### src/rtl/interval_booking_no_triple_overlap_unit_assert.svh
// Assertion macros used by the interval booking datapath.
// Each use expands to one labeled concurrent assertion clocked by clk, reset by rst.
`ifndef INTERVAL_BOOKING_NO_TRIPLE_OVERLAP_UNIT_ASSERT_SVH
`define INTERVAL_BOOKING_NO_TRIPLE_OVERLAP_UNIT_ASSERT_SVH

// same-cycle implication
`define IBK_ASSERT_IMPL(lbl, ante, cons, msg) \
  lbl: assert property (@(posedge clk) disable iff (rst) (ante) |-> (cons)) \
    else $error(msg);

// next-cycle implication
`define IBK_ASSERT_NEXT(lbl, ante, cons, msg) \
  lbl: assert property (@(posedge clk) disable iff (rst) (ante) |=> (cons)) \
    else $error(msg);

`endif

### src/rtl/ibk_pkg.sv
// Shared types and constants for the interval booking unit.
// No dependencies; used by ibk_ctrl, ibk_datapath and the top level.
`timescale 1ns / 1ps
`default_nettype none

package ibk_pkg;

  localparam int MAX_BOOKINGS  = 64;
  localparam int TIME_BITS     = 31;
  localparam int IDX_BITS      = $clog2(MAX_BOOKINGS);
  localparam int CNT_BITS      = $clog2(MAX_BOOKINGS + 1);
  localparam int STATUS_BITS   = 2;
  localparam int IN_DATA_BITS  = ((2 * TIME_BITS + 7) / 8) * 8;
  localparam int OUT_DATA_BITS = ((STATUS_BITS + 7) / 8) * 8;

  typedef enum logic [STATUS_BITS-1:0] {
    ST_ACCEPTED = 2'd0,
    ST_TRIPLE   = 2'd1,
    ST_FULL     = 2'd2
  } status_t;

  typedef enum logic [1:0] {
    S_IDLE   = 2'd0,
    S_SCAN   = 2'd1,
    S_FINISH = 2'd2
  } state_t;

  typedef struct packed {
    logic [TIME_BITS-1:0] lo;
    logic [TIME_BITS-1:0] hi;
  } span_t;

  typedef struct packed {
    logic start;
    logic scan;
    logic commit;
  } dp_cmd_t;

  typedef struct packed {
    logic empty_req;
    logic scan_done;
    logic triple;
    logic full;
  } dp_stat_t;

endpackage

`default_nettype wire

### src/rtl/ibk_ctrl.sv
// Controller: request handshake, scan sequencing and result register.
// Depends on ibk_pkg; drives the datapath through dp_cmd_t.
`timescale 1ns / 1ps
`default_nettype none

module ibk_ctrl (
  input  wire logic              clk,
  input  wire logic              rst,
  input  wire logic              s_axis_tvalid,
  output logic                   s_axis_tready,
  output logic                   m_axis_tvalid,
  input  wire logic              m_axis_tready,
  output ibk_pkg::status_t       status,
  output ibk_pkg::dp_cmd_t       cmd,
  input  wire ibk_pkg::dp_stat_t stat
);

  ibk_pkg::state_t  state;
  ibk_pkg::state_t  state_next;
  ibk_pkg::status_t result;
  logic             out_load;

  always_ff @(posedge clk) begin
    if (rst) begin
      state         <= ibk_pkg::S_IDLE;
      m_axis_tvalid <= 1'b0;
    end else begin
      state <= state_next;
      if (out_load) begin
        m_axis_tvalid <= 1'b1;
      end else if (m_axis_tready) begin
        m_axis_tvalid <= 1'b0;
      end
    end
  end

  always_ff @(posedge clk) begin
    if (out_load) begin
      status <= result;
    end
  end

  always_comb begin
    if (stat.empty_req) begin
      result = ibk_pkg::ST_ACCEPTED;
    end else if (stat.triple) begin
      result = ibk_pkg::ST_TRIPLE;
    end else if (stat.full) begin
      result = ibk_pkg::ST_FULL;
    end else begin
      result = ibk_pkg::ST_ACCEPTED;
    end
  end

  always_comb begin
    state_next    = state;
    s_axis_tready = 1'b0;
    out_load      = 1'b0;
    cmd           = '0;
    unique case (state)
      ibk_pkg::S_IDLE: begin
        s_axis_tready = 1'b1;
        if (s_axis_tvalid) begin
          cmd.start  = 1'b1;
          state_next = ibk_pkg::S_SCAN;
        end
      end
      ibk_pkg::S_SCAN: begin
        cmd.scan = 1'b1;
        if (stat.scan_done) begin
          state_next = ibk_pkg::S_FINISH;
        end
      end
      ibk_pkg::S_FINISH: begin
        if (!m_axis_tvalid || m_axis_tready) begin
          out_load   = 1'b1;
          cmd.commit = ~stat.empty_req & ~stat.triple & ~stat.full;
          state_next = ibk_pkg::S_IDLE;
        end
      end
      default: begin
        state_next = ibk_pkg::S_IDLE;
      end
    endcase
  end

endmodule

`default_nettype wire

### config.mk
export PLATFORM = sky130hd
export DESIGN_NAME = ibk_ctrl
export DESIGN_NICKNAME = d
export VERILOG_FILES = /design/src/rtl/interval_booking_no_triple_overlap_unit_assert.svh /design/src/rtl/ibk_pkg.sv /design/src/rtl/ibk_ctrl.sv
export SDC_FILE = /design/constraint.sdc
export NUM_CORES = 1
export LEC_CHECK = 0
export BUFFER_PORTS_ARGS = -buffer_cell sky130_fd_sc_hd__buf_2
export CAP_MARGIN = 20
export CORE_AREA = 3 3 40 42
export DETAILED_ROUTE_END_ITERATION = 8
export DIE_AREA = 0 0 43 45
export PLACE_DENSITY = 0.5
export SLEW_MARGIN = 25
export SYNTH_ARGS = -nofsm -noshare
export SYNTH_HDL_FRONTEND = slang
export SYNTH_SLANG_ARGS = --single-unit
### constraint.sdc
create_clock -name clk -period 1.8 [get_ports clk]
set_input_delay 0.09 -clock clk [delete_from_list [all_inputs] [get_ports clk]]
set_output_delay 0.09 -clock clk [all_outputs]
set_load 0.1 [all_outputs]
Word level (Yosys, flattened, before mapping):

Cells that the tools add are included.

* logic and storage cells: 36
* output and inout port bits: 7
* bits of input ports: 8
* bits in registers: 5

* reductions and logical operators: 6
* multiplexer cells: 16
* bitwise operators: 5
* eq/ne operators: 5

Operators with widths (number)
* $mux 1: 11
* $mux 2: 4
* $ne 2x2->1 const B: 3
* $pmux 2 s3: 1
* $not 1->1: 3
* $reduce_and 3->1: 1
* $and 1x1->1: 2
* $eq 2x1->1 const B: 1
* $eq 2x2->1 const B: 1
* $logic_not 2->1: 1
* $reduce_bool 2->1: 1
* $reduce_or 2->1: 1
* $logic_not 1->1: 1
* $logic_or 1x1->1: 1

Logic depth before layout (Yosys ltp):

Gate-level depths: netlist (run 1).

* depth after elaboration: 5
* depth in mapped cells: 2
* mapped depth without buffers: 2

Worst setup path after synthesis (run 1):

No wires, ideal clock.

* kind: register to output
* start: reg state[1]
* end: out cmd[2] (netlist bit)
* arrival time: 2531 ps
* cell stages (with the launch flop): 3
* path buffers: 0
* required time: 1710 ps
* slack: -821 ps
* cells stage by stage: dfxtp_1 -> nor2_1 -> and2_1

RTL lines
* start, declared: RTL line ibk_ctrl.sv:18 `ibk_pkg::state_t state;`
* start signal, assigned: RTL line ibk_ctrl.sv:25 `state <= ibk_pkg::S_IDLE;`
* start signal, assigned: RTL line ibk_ctrl.sv:28 `state <= state_next;`
* end, declared: RTL line ibk_ctrl.sv:14 `output ibk_pkg::dp_cmd_t cmd,`

==> results of run 1 <==
## cell usage after synthesis
cell type  count  area, um2
a211oi_1       1      7.510
a21oi_1        2      10.01
and2_1         1      6.260
and2b_2        1      8.760
dfxtp_1        3      60.06
edfxtp_1       2      60.06
nand2b_1       4      25.02
nand3b_1       1      7.510
nand4bb_1      1      11.26
nor2_1         2      7.510
nor2b_1        2      12.51
nor3_2         1      10.01
nor3b_1        1      7.510
or3_1          1      6.260
## stage by stage
| step | setup TNS, ns | hold WS, ns | area [um2] | util | worst slack [ns] |
|---|---|---|---|---|---|
| 5_1_grt | 0 | 0.03368 | 365.4 | 0.2843 | 0.2071 |
| 3_5_place_dp | 0 | 0.2914 | 339.1 | 0.2639 | 0.4741 |
| 6_report | 0 | 0.04352 | 365.4 | 0.2843 | 0.2857 |
| 4_1_cts | 0 | 0.03634 | 365.4 | 0.2843 | 0.2573 |
| 3_3_place_gp | 0 | 0.2885 | 339.1 | 0.2639 | 0.4783 |
| 2_1_floorplan | -0.1228 | 0.1591 | 250.2 | - | -0.07508 |
## worst max-delay path: cells and delay by family, from the launching register on
kind	cells	cell delay, ns
and+or+nand+nor	2	0.39
DFF	1	0.35
buffers and inverters	1	0.44
## worst max path at each step
stage                     startpoint      to  slack, ns  depth (start not counted)
6_report       state[0]$_SDFFE_PP0P_  cmd[0]       0.29                          3
5_1_grt        state[1]$_SDFFE_PP0P_  cmd[0]       0.21                          3
4_1_cts        state[0]$_SDFFE_PP0P_  cmd[0]       0.26                          3
3_5_place_dp                 stat[3]  cmd[0]       0.47                          4
3_3_place_gp                 stat[3]  cmd[0]       0.48                          4
2_1_floorplan  state[1]$_SDFFE_PP0P_  cmd[2]      -0.08                          2
## kinds of logic (layout without fill, tap and decap cells)
| kind of cell | after synthesis | in the layout | share of synthesized area |
|---|---|---|---|
| flops | 5 | 5 | 0.5000 |
| buf+inv | 0 | 18 | 0 |
| simple gates | 15 | 15 | 0.4271 |
| compound gates | 3 | 3 | 0.07293 |
## cell type report
cell class | instances | share of cell area
Clock buffer | 4 | 0.07192
Sequential cell | 5 | 0.3288
Timing Repair Buffer | 14 | 0.1918
Multi-Input combinational cell | 18 | 0.3562
Tap cell | 15 | 0.05137
## sequential cells by signal, indices dropped and copies added, names as in the netlist
signal / count
state: 2
status: 2
m_axis_tvalid: 1
## report_power, final
| part | total, W | internal [W] | switching (W) |
|---|---|---|---|
| Clock | 0.000127 | 0.0000836 | 0.0000434 |
| Combinational | 0.0000865 | 0.0000203 | 0.0000663 |
| Sequential | 0.000127 | 0.000122 | 0.00000448 |
## per-layer routing
metal | wire length, um | up-vias
met5 | 0 | -
li1 | - | 121
met3 | 8 | 2
met4 | 17 | 0
met2 | 299 | 3
met1 | 175 | 111
## cells in the final DEF, fill, tap and decap left out
cell and instances:
buf_2 14, nand2b_1 4, clkbuf_4 3, dfxtp_1 3, nor2b_1 2, a21oi_1 2, edfxtp_1 2, nor2_1 1
nor2_2 1, or3_1 1, nor3_4 1, and2_2 1, a211oi_1 1, nor3b_1 1, and2b_2 1, nand3b_1 1
nand4bb_1 1, clkbuf_1 1
==> out/metrics.cfg, run 1 <==
[run_status]
status=complete, no violations

[final_layout]
n_fill_cell=143
syn2layout_area_growth_pct=52.08
multi_input_area_um2=130.1
finalNetCount=50
fin_cells=56
ff_latch_area_um2=120.1
drive_gt1_frac=0.5122
diodes=0

[placement]
placed_cells=52
dp_hpwl_um=424.9
place_congestion=0.6790
portBuffers=14

[sta]
timing.slew.headroom=0.6779
rsz0062_at_grt=false
max_slew.worst_pin.slew_ns=0.4865
final_max_slew_viol_count=0
period_minus_slack_ns=1.514
fmaxAchievable_ghz=0.6604
timing.final.crit_share=0.8413
final_hold_viol_count=0
worst_clock_skew_ns=0.0001797
setup_viol=0

[clocking]
clock_sinks=5
cts_max_level=1
clockRootBuffer=clkbuf_4
insertion_delay_ns=0.24
path_clk_slew_ns=0.04
clockBufferDepth=2
cts_tree=built
ctsHoldBuffers=0
numCtsBuffers=3
cts_setup_buffers=0
cts_resized=0

[synthesis]
netlist_instances=23
ys_seq_area_frac=0.5000
synth-seq-cells=5
yosysWarnings=0
ys_types=14
syn_area_um2=240.2
avgSynthCellArea_um2=10.44
synth_nets=31

[floorplanning]
die_area_mm2=0.001935
die_width_um=43
core-area_mm2=0.001285
die_y_um=45
start_util=0.1870
row_count=13
ios=15

[setup_path]
r2r_slack_ns=0.75
worstPathRequired_ns=1.71
arrival_ns=1.42
rr_worst_depth=2
max_stage_delay_ns=0.44
r2r-start=state[0]$_SDFFE_PP0P_
crit_chain=nand2b_1 > nor3_4 > buf_2
path_class=register to primary output
rr_endpoint=status[0]$_SDFFCE_PP0P_
cp_max_fo=7
crit_path_top_delay_cell=buf_2
endpoint_kind=primary output
start_kind=register

[power_and_ir_drop]
totalPowerFinal_w=0.0003401
powerDensity_mw_per_mm2=931.0
vdd_drop_max_mv=0.3086
p_leak_nw=0.1565

[global_route]
grt_busiest_layer=met2
grt_pass1_wl_um=876
gr-total-overflow=0
grt_pass1_vias=224
grt_antenna_before_repair=0
grt_use_met2=0.09880
met3_usage=0.03586
grt_max_degree=8
gr-usage-met1=0.06326
track_usage=0.06683

[routing]
drtIter0Drc=2
dr.pass1.iters=2
drc=0
drtAntennaViolNets=0
vias_per_cell=4.232
totalWireLength_um=501
routedWlPerCell_um=8.946
num_vias=237

[hold_path]
hp-class=input port to register
whs_path_depth=2
hold_start=rst
min_to=state[1]$_SDFFE_PP0P_

[run]
cap_viol_max_count=0

(Power assumes the default switching activity.)
==> run 2: changes to the inputs <==
- ABC_AREA: not set -> 1
- PLACE_DENSITY: 0.5 -> 0.51
- clock period: 1.8 -> 1.4 ns (I/O delays scaled with it)
==> run 2 against run 1 <==
Effect of this change:
- critical endpoint is now cmd[1]
- clock-buffer cell count unchanged
- area after synthesis up 1.6%
- non-clock buffer count unchanged
- total power grew 36%
- synthesized cell count up 39%
- sequential share of layout area decreased by 3.0 points
- utilization is 4.8 points higher
==> out/metrics.cfg, run 2 <==
[setup_path]
worstPathRequired_ns=1.33  ; was 1.71 ns
endpoint_kind=primary output  ; unchanged
rr_worst_depth=4  ; was 2
r2r_slack_ns=0.38  ; was 0.75 ns
path_class=register to primary output  ; unchanged
start_kind=register  ; unchanged
r2r-start=state[1]$_SDFFE_PP0P_  ; was state[0]$_SDFFE_PP0P_
cp_max_fo=4  ; was 7
arrival_ns=1.25  ; was 1.42 ns
rr_endpoint=status[0]$_SDFFCE_PP0P_  ; unchanged

[sta]
period_minus_slack_ns=1.323
fin_tns_setup_ns=0  ; unchanged
timing.slew.headroom=0.6786  ; was 0.6779
final_hold_viol_count=0  ; unchanged
max_slew.worst_pin.slew_ns=0.4855  ; was 0.4865 ns
fin_hold_ws_ns=0.006556  ; was 0.04352 ns
final_max_slew_viol_count=0  ; unchanged
timing.final.crit_share=0.9449
worst_clock_skew_ns=0.0007745  ; was 0.0001797 ns
fmaxAchievable_ghz=0.7560
setup_viol=0  ; unchanged
rsz0062_at_grt=true  ; was false

[clocking]
cts_tree=built  ; unchanged
clockRootBuffer=clkbuf_4  ; unchanged
path_clk_slew_ns=0.05  ; was 0.04 ns
cts_setup_buffers=0  ; unchanged
insertion_delay_ns=0.25  ; was 0.24 ns
cts_max_level=1  ; unchanged
numCtsBuffers=3  ; unchanged
ctsHoldBuffers=0  ; unchanged
clock_sinks=5  ; unchanged
clockBufferDepth=2  ; unchanged

[floorplanning]
row_count=13  ; unchanged
start_util=0.1899  ; was 0.1870
core-area_mm2=0.001285  ; unchanged
die_y_um=45  ; unchanged
die_area_mm2=0.001935  ; unchanged
ios=15  ; unchanged
die_width_um=43  ; unchanged

[synthesis]
yosysWarnings=0  ; unchanged
yosysTopAreaCellShare=0.2462  ; was 0.2500
netlist_instances=32  ; was 23
ys_top_cells_by_area=dfxtp_1 (25%), edfxtp_1 (25%), inv_1 (11%), nor2_1 (7.7%), nand2_1 (6.2%)  ; was dfxtp_1 (25%), edfxtp_1 (25%), nand2b_1 (10%), nor2b_1 (5.2%), nand4bb_1 (4.7%)
synth-edff-count=2  ; unchanged
synth_nets=40  ; was 31
yosysMostFrequentCell=inv_1  ; was nand2b_1
avgSynthCellArea_um2=7.625  ; was 10.44 um2
synthFlopType=dfxtp_1  ; unchanged
synth-seq-cells=5  ; unchanged
async_flop_share=0  ; unchanged
yosysTopAreaCell=dfxtp_1  ; unchanged
ys_types=12  ; was 14
synthTopCellsByCount=inv_1 (7), nor2_1 (5), nand2_1 (4)  ; was nand2b_1 (4), dfxtp_1 (3)
syn_area_um2=244.0  ; was 240.2 um2
ys_seq_area_frac=0.4923  ; was 0.5000

[final_layout]
drive_gt1_frac=0.6000  ; was 0.5122
postLayoutCellArea_um2=426.7  ; was 365.4 um2
diodes=0  ; unchanged
final_common_cell=buf_2  ; unchanged
top_regs=state (2), status (2), m_axis_tvalid (1)  ; unchanged
final_cell_mix=buf_2 (12), inv_1 (6), nor2_1 (4)  ; was buf_2 (14), nand2b_1 (4), clkbuf_4 (3), dfxtp_1 (3)
syn2layout_area_growth_pct=74.87  ; was 52.08%
n_fill_cell=140  ; was 143
finalNetCount=59  ; was 50

[power_and_ir_drop]
p_comb_frac=0.277  ; was 0.254
powerDensity_mw_per_mm2=1084  ; was 931.0 mW/mm2
seqPwrFrac=0.348  ; was 0.372
p_int_w=0.0002943  ; was 0.0002260 W
netSwitchingFraction=0.3636  ; was 0.3356
p_leak_nw=0.2091  ; was 0.1565 nW
vdd_drop_max_mv=0.2490  ; was 0.3086 mV
p_clk_frac=0.375  ; was 0.374
totalPowerFinal_w=0.0004625  ; was 0.0003401 W
power.net_switching_w=0.0001682  ; was 0.0001142 W

[hold_path]
whs_path_depth=2  ; unchanged
hp-class=input port to register  ; unchanged
min_to=m_axis_tvalid$_SDFFE_PP0P_  ; was state[1]$_SDFFE_PP0P_
hold_start=rst  ; unchanged

[global_route]
track_usage=0.07018  ; was 0.06683
grt_antenna_before_repair=0  ; unchanged
grt_pass1_wl_um=924  ; was 876 um
grt_max_degree=5  ; was 8
gr-total-overflow=0  ; unchanged
grt_pass1_vias=237  ; was 224

[routing]
highest_layer=met4  ; unchanged
drtAntennaViolNets=0  ; unchanged
wl_met1_um=211  ; was 175 um
met3WireLength_um=53  ; was 8 um
drc=0  ; unchanged
num_vias=252  ; was 237
routedWlPerCell_um=7.908  ; was 8.946 um
vias_per_cell=3.877  ; was 4.232
totalWireLength_um=514  ; was 501 um
met2_length_um=230  ; was 299 um
drtIter0Drc=2  ; unchanged
dr.pass1.iters=2  ; unchanged

[run]
cap_viol_max_count=0  ; unchanged

[placement]
portBuffers=14  ; unchanged
place_congestion=0.6936  ; was 0.6790
dp_hpwl_um=424.8  ; was 424.9 um
place_area_um2=397.9  ; was 339.1 um2

[run_status]
status=complete, no violations  ; unchanged

-- run 2: cell types whose count changed in the layout (fill, tap and decap cells not counted), moves of 2 or more --
cell      previous run  this run
inv_1                0         6
nand2b_1             4         0
inv_2                0         3
nand2_1              0         3
nor2_1               1         4
buf_12               0         2
buf_2               14        12
dfxtp_1              3         1
dfxtp_4              0         2
nor2_4               0         2
nor2b_1              2         0
-- run 2: worst max path at each step --
stage	from	end	slack, ns	depth (start not counted)
after CTS	state[1]$_SDFFE_PP0P_	cmd[0]	0.01	5
final	state[0]$_SDFFE_PP0P_	cmd[1]	0.08	3
after floorplan	state[1]$_SDFFE_PP0P_	cmd[2]	-0.11	3
after global routing	state[1]$_SDFFE_PP0P_	cmd[0]	-0.002	5
after detailed placement	state[1]$_SDFFE_PP0P_	cmd[0]	0.28	5
after global placement	state[1]$_SDFFE_PP0P_	cmd[0]	0.27	5
-- run 2: power groups by stage --
stage               combinational [W]  sequential, W  clock, W
CTS                          0.000130       0.000161  0.000182
floorplan                   0.0000844       0.000176         0
detailed placement           0.000129       0.000165         0
finish                       0.000128       0.000161  0.000173
global route                 0.000136       0.000162  0.000188
global placement             0.000129       0.000165         0
-- run 2: layout make-up --
| class | instances | area (um2) | area share |
|---|---|---|---|
| Clock buffer | 4 | 26.28 | 0.06158 |
| Inverter | 10 | 41.29 | 0.09677 |
| Sequential cell | 5 | 127.6 | 0.2991 |
| Multi-Input combinational cell | 17 | 112.6 | 0.2639 |
| Tap cell | 15 | 18.77 | 0.04399 |
| Timing Repair Buffer | 14 | 100.1 | 0.2346 |
-- run 2: cell families after synthesis --
group	Yosys count	synth area share
and+or+nand+nor	14	0.2769
buffers and inverters	10	0.1539
DFF	5	0.4923
AOI/OAI and AO/OA	3	0.07693
-- run 2: what timing repair did --
item / CTS / global route
pin swaps: 0 / 1
gates resized for setup: 1 / 0
endpoints found under the setup margin: 1 / 1
gates cloned: 0 / 0
-- run 2: metal layers --
layer  global-route usage  vias to the layer above
met3              0.02789                        2
li1                     -                      129
met1              0.07543                      107
met5                    0                        -
met2              0.09281                       14
met4              0.09036                        0
-- run 2: critical path, stage by stage, from the launching register on --
cell	delay, ns
dfxtp_1	0.43
inv_2	0.07
nor2_4	0.08
buf_2	0.42
-- run 2: per-stage QoR --
stage,utilization,instances,worst slack [ns]
after floorplan,-,32,-0.1123
after global placement,0.3096,61,0.2713
after detailed placement,0.3096,61,0.2770
after CTS,0.3320,65,0.01228
after global routing,0.3320,65,-0.002275
final,0.3320,65,0.07720
